File: src/rtl/core/lseg_pkg.sv
// package: types, codes and arithmetic helpers for the led strip effect generator
`timescale 1ns / 1ps
package lseg_pkg;

  localparam int IDX_W = 6;
  localparam int CFG_IDX_W = 3;
  localparam int CFG_DATA_W = 8;
  localparam int LED_COUNT_DEF = 16;

  // register indexes
  localparam logic [CFG_IDX_W-1:0] REG_ENABLE = 3'd0;
  localparam logic [CFG_IDX_W-1:0] REG_EFFECT = 3'd1;
  localparam logic [CFG_IDX_W-1:0] REG_RED = 3'd2;
  localparam logic [CFG_IDX_W-1:0] REG_GREEN = 3'd3;
  localparam logic [CFG_IDX_W-1:0] REG_BLUE = 3'd4;
  localparam logic [CFG_IDX_W-1:0] REG_BRIGHT = 3'd5;
  localparam logic [CFG_IDX_W-1:0] REG_SPEED = 3'd6;

  // effect codes
  localparam logic [4:0] FX_OFF = 5'd0;
  localparam logic [4:0] FX_SOLID = 5'd1;
  localparam logic [4:0] FX_CHASE = 5'd4;
  localparam logic [4:0] FX_SCANNER = 5'd5;
  localparam logic [4:0] FX_COMET = 5'd7;
  localparam logic [4:0] FX_WIPE = 5'd8;
  localparam logic [4:0] FX_THEATER = 5'd9;
  localparam logic [4:0] FX_TWINKLE = 5'd10;
  localparam logic [4:0] FX_METEOR = 5'd11;
  localparam logic [4:0] FX_DUAL = 5'd13;
  localparam logic [4:0] FX_HEART = 5'd14;
  localparam logic [4:0] FX_CYBER = 5'd15;
  localparam logic [4:0] FX_COUNT = 5'd23;

  typedef struct packed {
    logic load_now;
    logic start_frame;
    logic issue;
    logic finish;
  } lseg_cmd_t;

  typedef struct packed {
    logic due;
    logic pix_last;
    logic stall;
  } lseg_sts_t;

  // 220 - 202*(s-1)/99, the /99 done as *662 >> 16 (exact below 20000)
  function automatic logic [7:0] interval_of(input logic [6:0] s);
    logic [14:0] x;
    logic [24:0] p;
    begin
      x = 15'(15'd202 * 15'(s - 7'd1));
      p = 25'(x) * 25'd662;
      interval_of = 8'(9'd220 - 9'(p[24:16]));
    end
  endfunction

  // x/255 for x up to 255*255
  function automatic logic [7:0] div255(input logic [15:0] x);
    logic [16:0] t;
    begin
      t = 17'(x) + 17'(x[15:8]) + 17'd1;
      div255 = t[15:8];
    end
  endfunction

  function automatic logic [6:0] absdiff(input logic [6:0] a, input logic [6:0] b);
    absdiff = (a > b) ? a - b : b - a;
  endfunction

  function automatic logic [7:0] heart_level(input logic [4:0] ph);
    unique case (ph)
      5'd1: heart_level = 8'd210;
      5'd2: heart_level = 8'd255;
      5'd3: heart_level = 8'd95;
      5'd6: heart_level = 8'd175;
      5'd7: heart_level = 8'd225;
      5'd8: heart_level = 8'd65;
      default: heart_level = 8'd10;
    endcase
  endfunction

endpackage

File: src/rtl/core/lseg_if.sv
// channel interfaces: time stamp input and pixel output
`timescale 1ns / 1ps
interface lseg_in_if;
  logic valid;
  logic ready;
  logic [31:0] now_ms;
  modport source (output valid, output now_ms, input ready);
  modport sink (input valid, input now_ms, output ready);
endinterface

interface lseg_out_if;
  logic valid;
  logic ready;
  logic [5:0] pixel_index;
  logic [7:0] pixel_red;
  logic [7:0] pixel_green;
  logic [7:0] pixel_blue;
  logic frame_last;
  modport source (output valid, output pixel_index, output pixel_red, output pixel_green,
                  output pixel_blue, output frame_last, input ready);
  modport sink (input valid, input pixel_index, input pixel_red, input pixel_green,
                input pixel_blue, input frame_last, output ready);
endinterface

File: src/rtl/core/lseg_ctrl.sv
// frame sequencer state machine
`timescale 1ns / 1ps
module lseg_ctrl import lseg_pkg::*; (
  input  logic       clk,
  input  logic       rst_n,
  input  logic       in_valid,
  output logic       in_ready,
  input  lseg_sts_t  sts,
  output lseg_cmd_t  cmd
);

  localparam logic [1:0] ST_IDLE = 2'd0;
  localparam logic [1:0] ST_CHECK = 2'd1;
  localparam logic [1:0] ST_RENDER = 2'd2;

  logic [1:0] state_r, state_nxt;

  always_comb begin
    state_nxt = state_r;
    cmd = '0;
    in_ready = 1'b0;
    unique case (state_r)
      ST_IDLE: begin
        in_ready = 1'b1;
        if (in_valid) begin
          cmd.load_now = 1'b1;
          state_nxt = ST_CHECK;
        end
      end
      ST_CHECK: begin
        if (sts.due) begin
          cmd.start_frame = 1'b1;
          state_nxt = ST_RENDER;
        end else begin
          state_nxt = ST_IDLE;
        end
      end
      ST_RENDER: begin
        if (!sts.stall) begin
          cmd.issue = 1'b1;
          if (sts.pix_last) begin
            cmd.finish = 1'b1;
            state_nxt = ST_IDLE;
          end
        end
      end
      default: state_nxt = ST_IDLE;
    endcase
  end

  always_ff @(posedge clk) begin
    if (!rst_n) begin
      state_r <= ST_IDLE;
    end else begin
      state_r <= state_nxt;
    end
  end

endmodule

File: src/rtl/core/lseg_datapath.sv
// registers, animation state, pixel level logic and colour scaling pipeline
`timescale 1ns / 1ps
module lseg_datapath import lseg_pkg::*; #(
  parameter int LED_COUNT = LED_COUNT_DEF
) (
  input  logic                  clk,
  input  logic                  rst_n,
  input  logic                  cfg_we,
  input  logic [CFG_IDX_W-1:0]  cfg_index,
  input  logic [CFG_DATA_W-1:0] cfg_data,
  input  logic [31:0]           now_ms,
  input  lseg_cmd_t             cmd,
  output lseg_sts_t             sts,
  output logic                  out_valid,
  input  logic                  out_ready,
  output logic [IDX_W-1:0]      out_index,
  output logic [7:0]            out_red,
  output logic [7:0]            out_green,
  output logic [7:0]            out_blue,
  output logic                  out_last
);

  localparam logic [6:0] N = 7'(LED_COUNT);
  localparam logic [6:0] N_M1 = 7'(LED_COUNT - 1);
  localparam logic [6:0] N2_M1 = 7'(2 * LED_COUNT - 1);
  localparam logic [IDX_W-1:0] LAST_PIX = IDX_W'(LED_COUNT - 1);
  localparam logic [15:0] WIPE_N = 16'(LED_COUNT);
  localparam logic [15:0] WIPE_N1 = 16'(LED_COUNT + 1);
  localparam logic [15:0] WIPE_TOP = 16'(2 * LED_COUNT + 1);

  // configuration
  logic       enable_r;
  logic [4:0] effect_r;
  logic [7:0] red_r, green_r, blue_r, bright_r;
  logic [7:0] interval_r;

  // animation state
  logic [31:0] last_r, now_r;
  logic [15:0] step_r;
  logic [5:0]  head_r;    // step mod n
  logic [2:0]  lap6_r;    // (step / n) mod 6
  logic [6:0]  m2n_r;     // step mod 2n
  logic [1:0]  m3_r;
  logic [4:0]  m28_r;
  logic [5:0]  scan_r;
  logic        down_r;

  // per frame counters
  logic [IDX_W-1:0] pix_r;
  logic [1:0]       pm3_r;
  logic [7:0]       tw_r;

  logic [4:0] eff_wr;
  logic [6:0] spd_wr;
  logic       clear_anim;
  logic       dark, adv;

  always_comb begin
    eff_wr = (cfg_data[4:0] >= FX_COUNT) ? cfg_data[4:0] - FX_COUNT : cfg_data[4:0];
    spd_wr = cfg_data[6:0];
    if (spd_wr < 7'd1) spd_wr = 7'd1;
    if (spd_wr > 7'd100) spd_wr = 7'd100;
    clear_anim = cfg_we && (cfg_index == REG_EFFECT) && (eff_wr != effect_r);
    dark = !enable_r || (effect_r == FX_OFF) || (bright_r == 8'd0);
    adv = !dark && ((effect_r == FX_CHASE) || (effect_r == FX_COMET) ||
          (effect_r == FX_THEATER) || (effect_r == FX_TWINKLE) ||
          (effect_r == FX_METEOR) || (effect_r == FX_DUAL) ||
          (effect_r == FX_HEART) || (effect_r == FX_CYBER));
  end

  always_ff @(posedge clk) begin
    if (!rst_n) begin
      enable_r <= 1'b1;
      effect_r <= FX_SOLID;
      red_r <= 8'd255;
      green_r <= 8'd255;
      blue_r <= 8'd255;
      bright_r <= 8'd255;
      interval_r <= interval_of(7'd50);
    end else if (cfg_we) begin
      unique case (cfg_index)
        REG_ENABLE: enable_r <= cfg_data[0];
        REG_EFFECT: effect_r <= eff_wr;
        REG_RED:    red_r <= cfg_data;
        REG_GREEN:  green_r <= cfg_data;
        REG_BLUE:   blue_r <= cfg_data;
        REG_BRIGHT: bright_r <= cfg_data;
        REG_SPEED:  interval_r <= interval_of(spd_wr);
        default: ;
      endcase
    end
  end

  // wipe sequence values
  logic [15:0] wipe_head, wipe_nxt;
  logic [6:0]  vh;
  always_comb begin
    wipe_head = (step_r <= WIPE_N) ? step_r : step_r - WIPE_N1;
    wipe_nxt = (step_r >= WIPE_TOP) ? 16'd0 : step_r + 16'd1;
    vh = (m2n_r < N) ? m2n_r : N2_M1 - m2n_r;
  end

  always_ff @(posedge clk) begin
    if (!rst_n) begin
      last_r <= '0;
      step_r <= '0;
      head_r <= '0;
      lap6_r <= '0;
      m2n_r <= '0;
      m3_r <= '0;
      m28_r <= '0;
      scan_r <= '0;
      down_r <= 1'b0;
    end else if (clear_anim) begin
      step_r <= '0;
      head_r <= '0;
      lap6_r <= '0;
      m2n_r <= '0;
      m3_r <= '0;
      m28_r <= '0;
      scan_r <= '0;
      down_r <= 1'b0;
    end else begin
      if (cmd.start_frame) last_r <= now_r;
      if (cmd.finish) begin
        if (adv) begin
          step_r <= step_r + 16'd1;
          // step wraps to zero, so every residue restarts at zero
          if (step_r == 16'hFFFF) begin
            head_r <= '0;
            lap6_r <= '0;
            m2n_r <= '0;
            m3_r <= '0;
            m28_r <= '0;
          end else begin
            if ({1'b0, head_r} == N_M1) begin
              head_r <= '0;
              lap6_r <= (lap6_r == 3'd5) ? 3'd0 : lap6_r + 3'd1;
            end else begin
              head_r <= head_r + 6'd1;
            end
            m2n_r <= (m2n_r == N2_M1) ? 7'd0 : m2n_r + 7'd1;
            m3_r <= (m3_r == 2'd2) ? 2'd0 : m3_r + 2'd1;
            m28_r <= (m28_r == 5'd27) ? 5'd0 : m28_r + 5'd1;
          end
        end
        if (!dark && effect_r == FX_WIPE) step_r <= wipe_nxt;
        if (!dark && effect_r == FX_SCANNER) begin
          if (down_r) begin
            if (scan_r <= 6'd1) begin
              scan_r <= '0;
              down_r <= 1'b0;
            end else begin
              scan_r <= scan_r - 6'd1;
            end
          end else if ({1'b0, scan_r} + 7'd1 >= N_M1) begin
            scan_r <= 6'(N_M1);
            down_r <= 1'b1;
          end else begin
            scan_r <= scan_r + 6'd1;
          end
        end
      end
    end
  end

  always_ff @(posedge clk) begin
    if (cmd.load_now) now_r <= now_ms;
    if (cmd.start_frame) begin
      pix_r <= '0;
      pm3_r <= '0;
      tw_r <= 8'(step_r[7:0] * 8'd11);
    end else if (cmd.issue) begin
      pix_r <= pix_r + IDX_W'(1);
      pm3_r <= (pm3_r == 2'd2) ? 2'd0 : pm3_r + 2'd1;
      tw_r <= tw_r + 8'd37;
    end
  end

  // level of the pixel being issued
  logic [6:0] i7, dd, d1, d2;
  logic [7:0] lv;
  always_comb begin
    i7 = {1'b0, pix_r};
    dd = '0;
    d1 = '0;
    d2 = '0;
    lv = 8'd0;
    if (!dark) begin
      unique case (effect_r)
        FX_SOLID: lv = 8'd255;
        FX_CHASE: begin
          dd = (i7 >= {1'b0, head_r}) ? i7 - {1'b0, head_r} : i7 + N - {1'b0, head_r};
          lv = (dd == 7'd0) ? 8'd255 : (dd == 7'd1) ? 8'd80 : 8'd12;
        end
        FX_SCANNER: begin
          dd = absdiff(i7, {1'b0, scan_r});
          lv = (dd == 7'd0) ? 8'd255 : (dd == 7'd1) ? 8'd85 : 8'd8;
        end
        FX_COMET: begin
          dd = ({1'b0, head_r} >= i7) ? {1'b0, head_r} - i7 : {1'b0, head_r} + N - i7;
          lv = (dd == 7'd0) ? 8'd255 : (dd == 7'd1) ? 8'd150 :
               (dd == 7'd2) ? 8'd70 : (dd == 7'd3) ? 8'd25 : 8'd0;
        end
        FX_WIPE: begin
          if (wipe_nxt > WIPE_N) begin
            lv = ({9'd0, i7} <= wipe_nxt - WIPE_N1) ? 8'd0 : 8'd255;
          end else begin
            lv = ({9'd0, i7} < wipe_head) ? 8'd255 : 8'd0;
          end
        end
        FX_THEATER: lv = (pm3_r == m3_r) ? 8'd255 : 8'd10;
        FX_TWINKLE: lv = (tw_r > 8'd225) ? 8'd255 : (tw_r > 8'd185) ? 8'd75 : 8'd7;
        FX_METEOR: begin
          dd = absdiff(i7, vh);
          lv = (dd == 7'd0) ? 8'd255 : (dd == 7'd1) ? 8'd145 :
               (dd == 7'd2) ? 8'd55 : 8'd6;
        end
        FX_DUAL: begin
          d1 = absdiff(i7, {1'b0, head_r});
          d2 = absdiff(i7, N_M1 - {1'b0, head_r});
          dd = (d1 < d2) ? d1 : d2;
          lv = (dd == 7'd0) ? 8'd255 : (dd == 7'd1) ? 8'd72 : 8'd5;
        end
        FX_HEART: lv = heart_level(m28_r);
        FX_CYBER: begin
          dd = (i7 >= {1'b0, head_r}) ? i7 - {1'b0, head_r} : i7 + N - {1'b0, head_r};
          lv = (dd == 7'd0) ? 8'd255 : (dd == 7'd1) ? 8'd110 :
               (dd == 7'd2) ? 8'd38 : 8'd5;
          if (lap6_r == 3'd5 && !pix_r[0]) lv = 8'd180;
        end
        default: lv = 8'd0;
      endcase
    end
  end

  // three stage scaling pipeline, moves only when the output slot frees
  logic             go;
  logic             s1_v_r, s2_v_r;
  logic [7:0]       s1_lv_r, s2_sc_r;
  logic [IDX_W-1:0] s1_idx_r, s2_idx_r;
  logic             s1_last_r, s2_last_r;

  assign go = !out_valid || out_ready;

  always_ff @(posedge clk) begin
    if (!rst_n) begin
      s1_v_r <= 1'b0;
      s2_v_r <= 1'b0;
      out_valid <= 1'b0;
    end else if (go) begin
      s1_v_r <= cmd.issue;
      s2_v_r <= s1_v_r;
      out_valid <= s2_v_r;
    end
  end

  always_ff @(posedge clk) begin
    if (go) begin
      s1_lv_r <= lv;
      s1_idx_r <= pix_r;
      s1_last_r <= (pix_r == LAST_PIX);
      s2_sc_r <= div255(16'(bright_r) * 16'(s1_lv_r));
      s2_idx_r <= s1_idx_r;
      s2_last_r <= s1_last_r;
      out_red <= div255(16'(red_r) * 16'(s2_sc_r));
      out_green <= div255(16'(green_r) * 16'(s2_sc_r));
      out_blue <= div255(16'(blue_r) * 16'(s2_sc_r));
      out_index <= s2_idx_r;
      out_last <= s2_last_r;
    end
  end

  always_comb begin
    sts.due = (now_r - last_r) >= {24'd0, interval_r};
    sts.pix_last = (pix_r == LAST_PIX);
    sts.stall = !go;
  end

endmodule

File: src/rtl/core/led_strip_effect_generator_core.sv
// top level of the led strip effect generator
// Usage: each transfer on in_ch carries a millisecond time stamp now_ms.
// When the wrapping difference to the last frame time reaches the frame
// interval set by the speed register, a frame of LED_COUNT pixels is sent on out_ch
// in strip order, frame_last marking the final pixel; otherwise the tick
// gives nothing. When a frame is due, the sequencer issues one pixel per
// cycle while out_ch is not stalled, each pixel passing in turn through the
// three stage scaling pipeline (s1, s2, output registers). Ticks are taken
// one at a time; in_ch.ready is high only while the sequencer is idle.
// When out_ch stalls, the pipeline and the pixel sequencer hold, and no
// pixel is lost. Registers are written through cfg_we/cfg_index/cfg_data;
// the user is to write them only while idle; the block itself does not
// enforce this. Writing a new effect restarts the animation.
// Synchronous reset restores the register defaults (on, solid, white,
// full brightness, speed 50) and clears the animation state.
`timescale 1ns / 1ps
module led_strip_effect_generator_core import lseg_pkg::*; #(
  parameter int LED_COUNT = LED_COUNT_DEF
) (
  input  logic                  clk,
  input  logic                  rst_n,
  input  logic                  cfg_we,
  input  logic [CFG_IDX_W-1:0]  cfg_index,
  input  logic [CFG_DATA_W-1:0] cfg_data,
  lseg_in_if.sink               in_ch,
  lseg_out_if.source            out_ch
);

  lseg_cmd_t cmd;
  lseg_sts_t sts;

  lseg_ctrl u_ctrl (
    .clk      (clk),
    .rst_n    (rst_n),
    .in_valid (in_ch.valid),
    .in_ready (in_ch.ready),
    .sts      (sts),
    .cmd      (cmd)
  );

  lseg_datapath #(.LED_COUNT(LED_COUNT)) u_dp (
    .clk       (clk),
    .rst_n     (rst_n),
    .cfg_we    (cfg_we),
    .cfg_index (cfg_index),
    .cfg_data  (cfg_data),
    .now_ms    (in_ch.now_ms),
    .cmd       (cmd),
    .sts       (sts),
    .out_valid (out_ch.valid),
    .out_ready (out_ch.ready),
    .out_index (out_ch.pixel_index),
    .out_red   (out_ch.pixel_red),
    .out_green (out_ch.pixel_green),
    .out_blue  (out_ch.pixel_blue),
    .out_last  (out_ch.frame_last)
  );

  a_tick_blocks: assert property (@(posedge clk) disable iff (!rst_n)
    in_ch.valid && in_ch.ready |=> !in_ch.ready)
    else $error("second tick taken right after a transfer");

  a_last_index: assert property (@(posedge clk) disable iff (!rst_n)
    out_ch.valid && out_ch.frame_last |-> out_ch.pixel_index == IDX_W'(LED_COUNT - 1))
    else $error("frame_last on a pixel other than the final one");

  a_index_range: assert property (@(posedge clk) disable iff (!rst_n)
    out_ch.valid |-> out_ch.pixel_index <= IDX_W'(LED_COUNT - 1))
    else $error("pixel index beyond strip length");

endmodule
File: src/flat_wrapper.sv
// flat-port wrapper written by rule: the top's interface ports become plain ports
module led_strip_effect_generator_core_flat import lseg_pkg::*;
#(
  parameter int LED_COUNT = LED_COUNT_DEF
)
  (clk, rst_n, cfg_we, cfg_index, cfg_data, in_ch_valid, in_ch_now_ms, in_ch_ready, out_ch_valid, out_ch_pixel_index, out_ch_pixel_red, out_ch_pixel_green, out_ch_pixel_blue, out_ch_frame_last, out_ch_ready);
  lseg_in_if in_ch_i ();
  lseg_out_if out_ch_i ();
  input  logic clk;
  input  logic rst_n;
  input  logic cfg_we;
  input  logic [CFG_IDX_W-1:0] cfg_index;
  input  logic [CFG_DATA_W-1:0] cfg_data;
  input wire logic [$bits(in_ch_i.valid)-1:0] in_ch_valid;
  input wire logic [$bits(in_ch_i.now_ms)-1:0] in_ch_now_ms;
  output wire logic [$bits(in_ch_i.ready)-1:0] in_ch_ready;
  output wire logic [$bits(out_ch_i.valid)-1:0] out_ch_valid;
  output wire logic [$bits(out_ch_i.pixel_index)-1:0] out_ch_pixel_index;
  output wire logic [$bits(out_ch_i.pixel_red)-1:0] out_ch_pixel_red;
  output wire logic [$bits(out_ch_i.pixel_green)-1:0] out_ch_pixel_green;
  output wire logic [$bits(out_ch_i.pixel_blue)-1:0] out_ch_pixel_blue;
  output wire logic [$bits(out_ch_i.frame_last)-1:0] out_ch_frame_last;
  input wire logic [$bits(out_ch_i.ready)-1:0] out_ch_ready;
  assign in_ch_i.valid = in_ch_valid;
  assign in_ch_i.now_ms = in_ch_now_ms;
  assign in_ch_ready = in_ch_i.ready;
  assign out_ch_valid = out_ch_i.valid;
  assign out_ch_pixel_index = out_ch_i.pixel_index;
  assign out_ch_pixel_red = out_ch_i.pixel_red;
  assign out_ch_pixel_green = out_ch_i.pixel_green;
  assign out_ch_pixel_blue = out_ch_i.pixel_blue;
  assign out_ch_frame_last = out_ch_i.frame_last;
  assign out_ch_i.ready = out_ch_ready;
  led_strip_effect_generator_core #(.LED_COUNT(LED_COUNT)) u_core (.clk(clk), .rst_n(rst_n), .cfg_we(cfg_we), .cfg_index(cfg_index), .cfg_data(cfg_data), .in_ch(in_ch_i), .out_ch(out_ch_i));
endmodule
File: config.mk
export PLATFORM = sky130hd
export DESIGN_NAME = led_strip_effect_generator_core_flat
export DESIGN_NICKNAME = d
export VERILOG_FILES = /design/src/rtl/core/lseg_pkg.sv /design/src/rtl/core/lseg_if.sv /design/src/rtl/core/lseg_ctrl.sv /design/src/rtl/core/lseg_datapath.sv /design/src/rtl/core/led_strip_effect_generator_core.sv /design/src/flat_wrapper.sv
export SDC_FILE = /design/constraint.sdc
export NUM_CORES = 1
export LEC_CHECK = 0
export BUFFER_PORTS_ARGS = -buffer_cell sky130_fd_sc_hd__buf_2
export CAP_MARGIN = 0
export CORE_MARGIN = 1.5
export CORE_UTILIZATION = 32
export DETAILED_ROUTE_END_ITERATION = 6
export GPL_ROUTABILITY_DRIVEN = 0
export PLACE_DENSITY_LB_ADDON = 0.05
export SYNTH_ARGS = -nofsm -noshare
export SYNTH_HDL_FRONTEND = slang
export SYNTH_SLANG_ARGS = --single-unit
File: constraint.sdc
create_clock -name clk -period 16.35 [get_ports clk]
set_clock_uncertainty 0.2 [all_clocks]
set_input_delay 1.635 -clock clk [delete_from_list [all_inputs] [get_ports clk]]
set_output_delay 1.635 -clock clk [all_outputs]
set_load 0.03 [all_outputs]
==> flow_summary.toml <==
[outcome]
status = "finished with violations"
violations = "design-rule violations"

[synth]
syn_area_um2 = 28600
synth-seq-cells = 238
synth-edff-count = 101
synth_flop_cell = "dfxtp_1"
yosys_warnings = 0
post_synth.cell_area_avg_um2 = 8.61
netlist_instances = 3319
yosysTopAreaCellShare_pct = 18.6
synth.distinct_cells = 87
synth_top_cells_by_area = "ha_1, fa_1, edfxtp_1"
synth_top_cell_by_area = "ha_1"
synth_common_cells = "inv_1, ha_1, nand2_1"
synthArstFlopShare_pct = 0
yosys.cell_count.top_type = "inv_1"
yosysSeqAreaShare_pct = 20.2

[min_path]
hold_class = "register to register"

[cells_and_area]
largest_registers = "u_core.u_dp.last_r: 32 flops, u_core.u_dp.now_r: 32 flops, u_core.u_dp.step_r: 16 flops"
synthToLayoutAreaGrowth_pct = 9.08
nets = 4022
post-route-util_pct = 35.2
final_layout_size_suffix_gt1_share_pct = 5.37
fill_cells = 9184
multi_input_area_um2 = 20700
seq_area_um2 = 5780

[detailed_routing]
drc = 16
first_pass_iters = 7
drt-initial-drc-count = 1173
ant_nets = 0
vias = 22700
via_per_inst = 5.01
avgRoutedWirePerCell_um = 17.4
drt_wl_total_um = 78800

[critical_path]
crit_path_start = "cfg_data[2]"
arrival_ns = 11.55
slowest_delay_ns = 0.53
reg2reg_from = "u_core.u_dp.s2_sc_r[4]"
crit_path_top_delay_cell = "fa_1"
r2r_cells = 25
critPathCaptureType = "register"
reg2reg_to = "u_core.u_dp.out_blue[7]"
worst-setup-path-type = "primary input to register"
start_kind = "primary input"
path_max_fanout = 12
crit_end = "u_core.u_dp.interval_r[7]"
r2r_slack_ns = 8.95
required_ns = 16.59
cp_common_cell = "inv_1"

[floorplanning]
coreArea_um2 = 88500
dieArea_um2 = 91100
fp-row-count = 109
start_util_pct = 32.3
fp.dieW_um = 302
ioPinCount = 81
die_y_um = 302

[run]
drv_cap = 0

[sta]
finalHoldViolCount = 0
drv_slew = 0
setup_viol = 0
clock.fmax_ghz = 0.0885
rsz0062_at_grt = "no"
min_period_over_period_pct = 69.1
finalCriticalPeriod_ns = 11.30
hold_ws_ns = 0.222
max-slew-margin-rel_pct = 23.9
tightest_slew_ns = 1.14
finalSetupTns_ns = 0

[grt]
grt_pass1_vias = 23200
grt_start_max_net_pins = 84
antenna_found_initial = 2
grt_pass1_wl_um = 127000
grt_usage_pct = 17.4
grt-ovfl-total = 0

[clocking]
htreeDepth = 1
cts_setup_buffers = 0
clkSinkCount = 238
clk_latency_ns = 0.63
cts_buffers = 30
cts_buffer_depth = 3
clk_pin_slew_worst_paths_ns = 0.06
postCtsHoldBufs = 0
cts_resized = 0
cts_tree = "built"
root_buffer = "clkbuf_16"

[placed_design]
dpl.hpwl_um = 62300
portBuffers = 80
## placed cells by master (no fill, tap or decap), types with 30 or more instances in the layout
cell       synthesis  routed
a21o_1            47      47
mux2i_1           57      57
o21a_1            32      32
nor3_1            53      53
edfxtp_1         101     101
fa_1             204     204
nand2_1          388     388
ha_1             425     425
nor2_1           186     186
nand3_1           66      66
inv_1            460     459
buf_2              4      79
dfxtp_1          137     137
o21ai_0          116     116
a21oi_1          160     160
and3_1            37      37
clkbuf_16          0      30
xor2_1            66      66
xnor2_1          135     135
and2_1           140     139
## critical path, delay by kind of cell
kind,cells,cell delay (ns)
adders and majority gates,10,3.61
AOI/OAI and AO/OA,14,3.15
xor gates and xnor gates,6,1.66
and+or+nand+nor,2,0.85
buffers and inverters,8,0.64
## cell type report
class                      instances  share of cell area, %
multi-input combinational       2520                   66.3
sequential                       238                   18.5
inverter                         461                   5.55
tap                             1165                   4.67
clock buffer                      34                   2.52
timing repair buffer              94                   1.63
clock inverter                    22                  0.798
antenna                            1                0.00802
## metrics by stage
| stage | cell area, um^2 | cells | setup WS (ns) |
|---|---|---|---|
| 4_1_cts | 31200 | 4534 | 5.09 |
| 5_1_grt | 31200 | 4534 | 4.21 |
| 3_3_place_gp | 30200 | 4478 | 4.70 |
| 3_5_place_dp | 30200 | 4478 | 4.47 |
| 6_report | 31200 | 4535 | 5.05 |
| 2_1_floorplan | 28600 | 3327 | 5.55 |
## layer usage
metal,wire length (um),share of wire [%],global-route usage [%],up-vias
li1,-,-,-,11200
met1,37800,48,23.7,11100
met2,37600,48,30.1,319
met3,2300,2.9,1.86,67
met4,1200,1.5,2.69,2
met5,12,0.015,0,-
## how the worst min path moves through the flow
stage,from,endpoint,slack (ns),cells after the start
finish,u_core.u_dp.s1_idx_r[5],u_core.u_dp.s2_idx_r[5],0.22,0
floorplan,u_core.u_dp.s2_idx_r[0],u_core.u_dp.out_index[0],0.20,0
global placement,u_core.u_dp.s2_last_r,u_core.u_dp.out_last,0.21,0
detailed placement,u_core.u_dp.s1_last_r,u_core.u_dp.s2_last_r,0.21,0
global route,u_core.u_dp.s1_idx_r[5],u_core.u_dp.s2_idx_r[5],0.23,0
CTS,u_core.u_dp.s1_idx_r[5],u_core.u_dp.s2_idx_r[5],0.23,0
## logic make-up after synthesis
kind of cell | synth area share [%]
AND/OR/NAND/NOR | 17.6
AO/OA/AOI/OAI | 13.2
XOR/XNOR | 6.16
adder cells (fa/ha/maj) | 32.9
other | 0.0263
flip-flops | 20.2
multiplexers | 2.27
buffers and inverters | 7.61
Power is left out: the tool's default activity adds up to more than one toggle a clock period on the data nets, which glitch-free logic cannot reach.
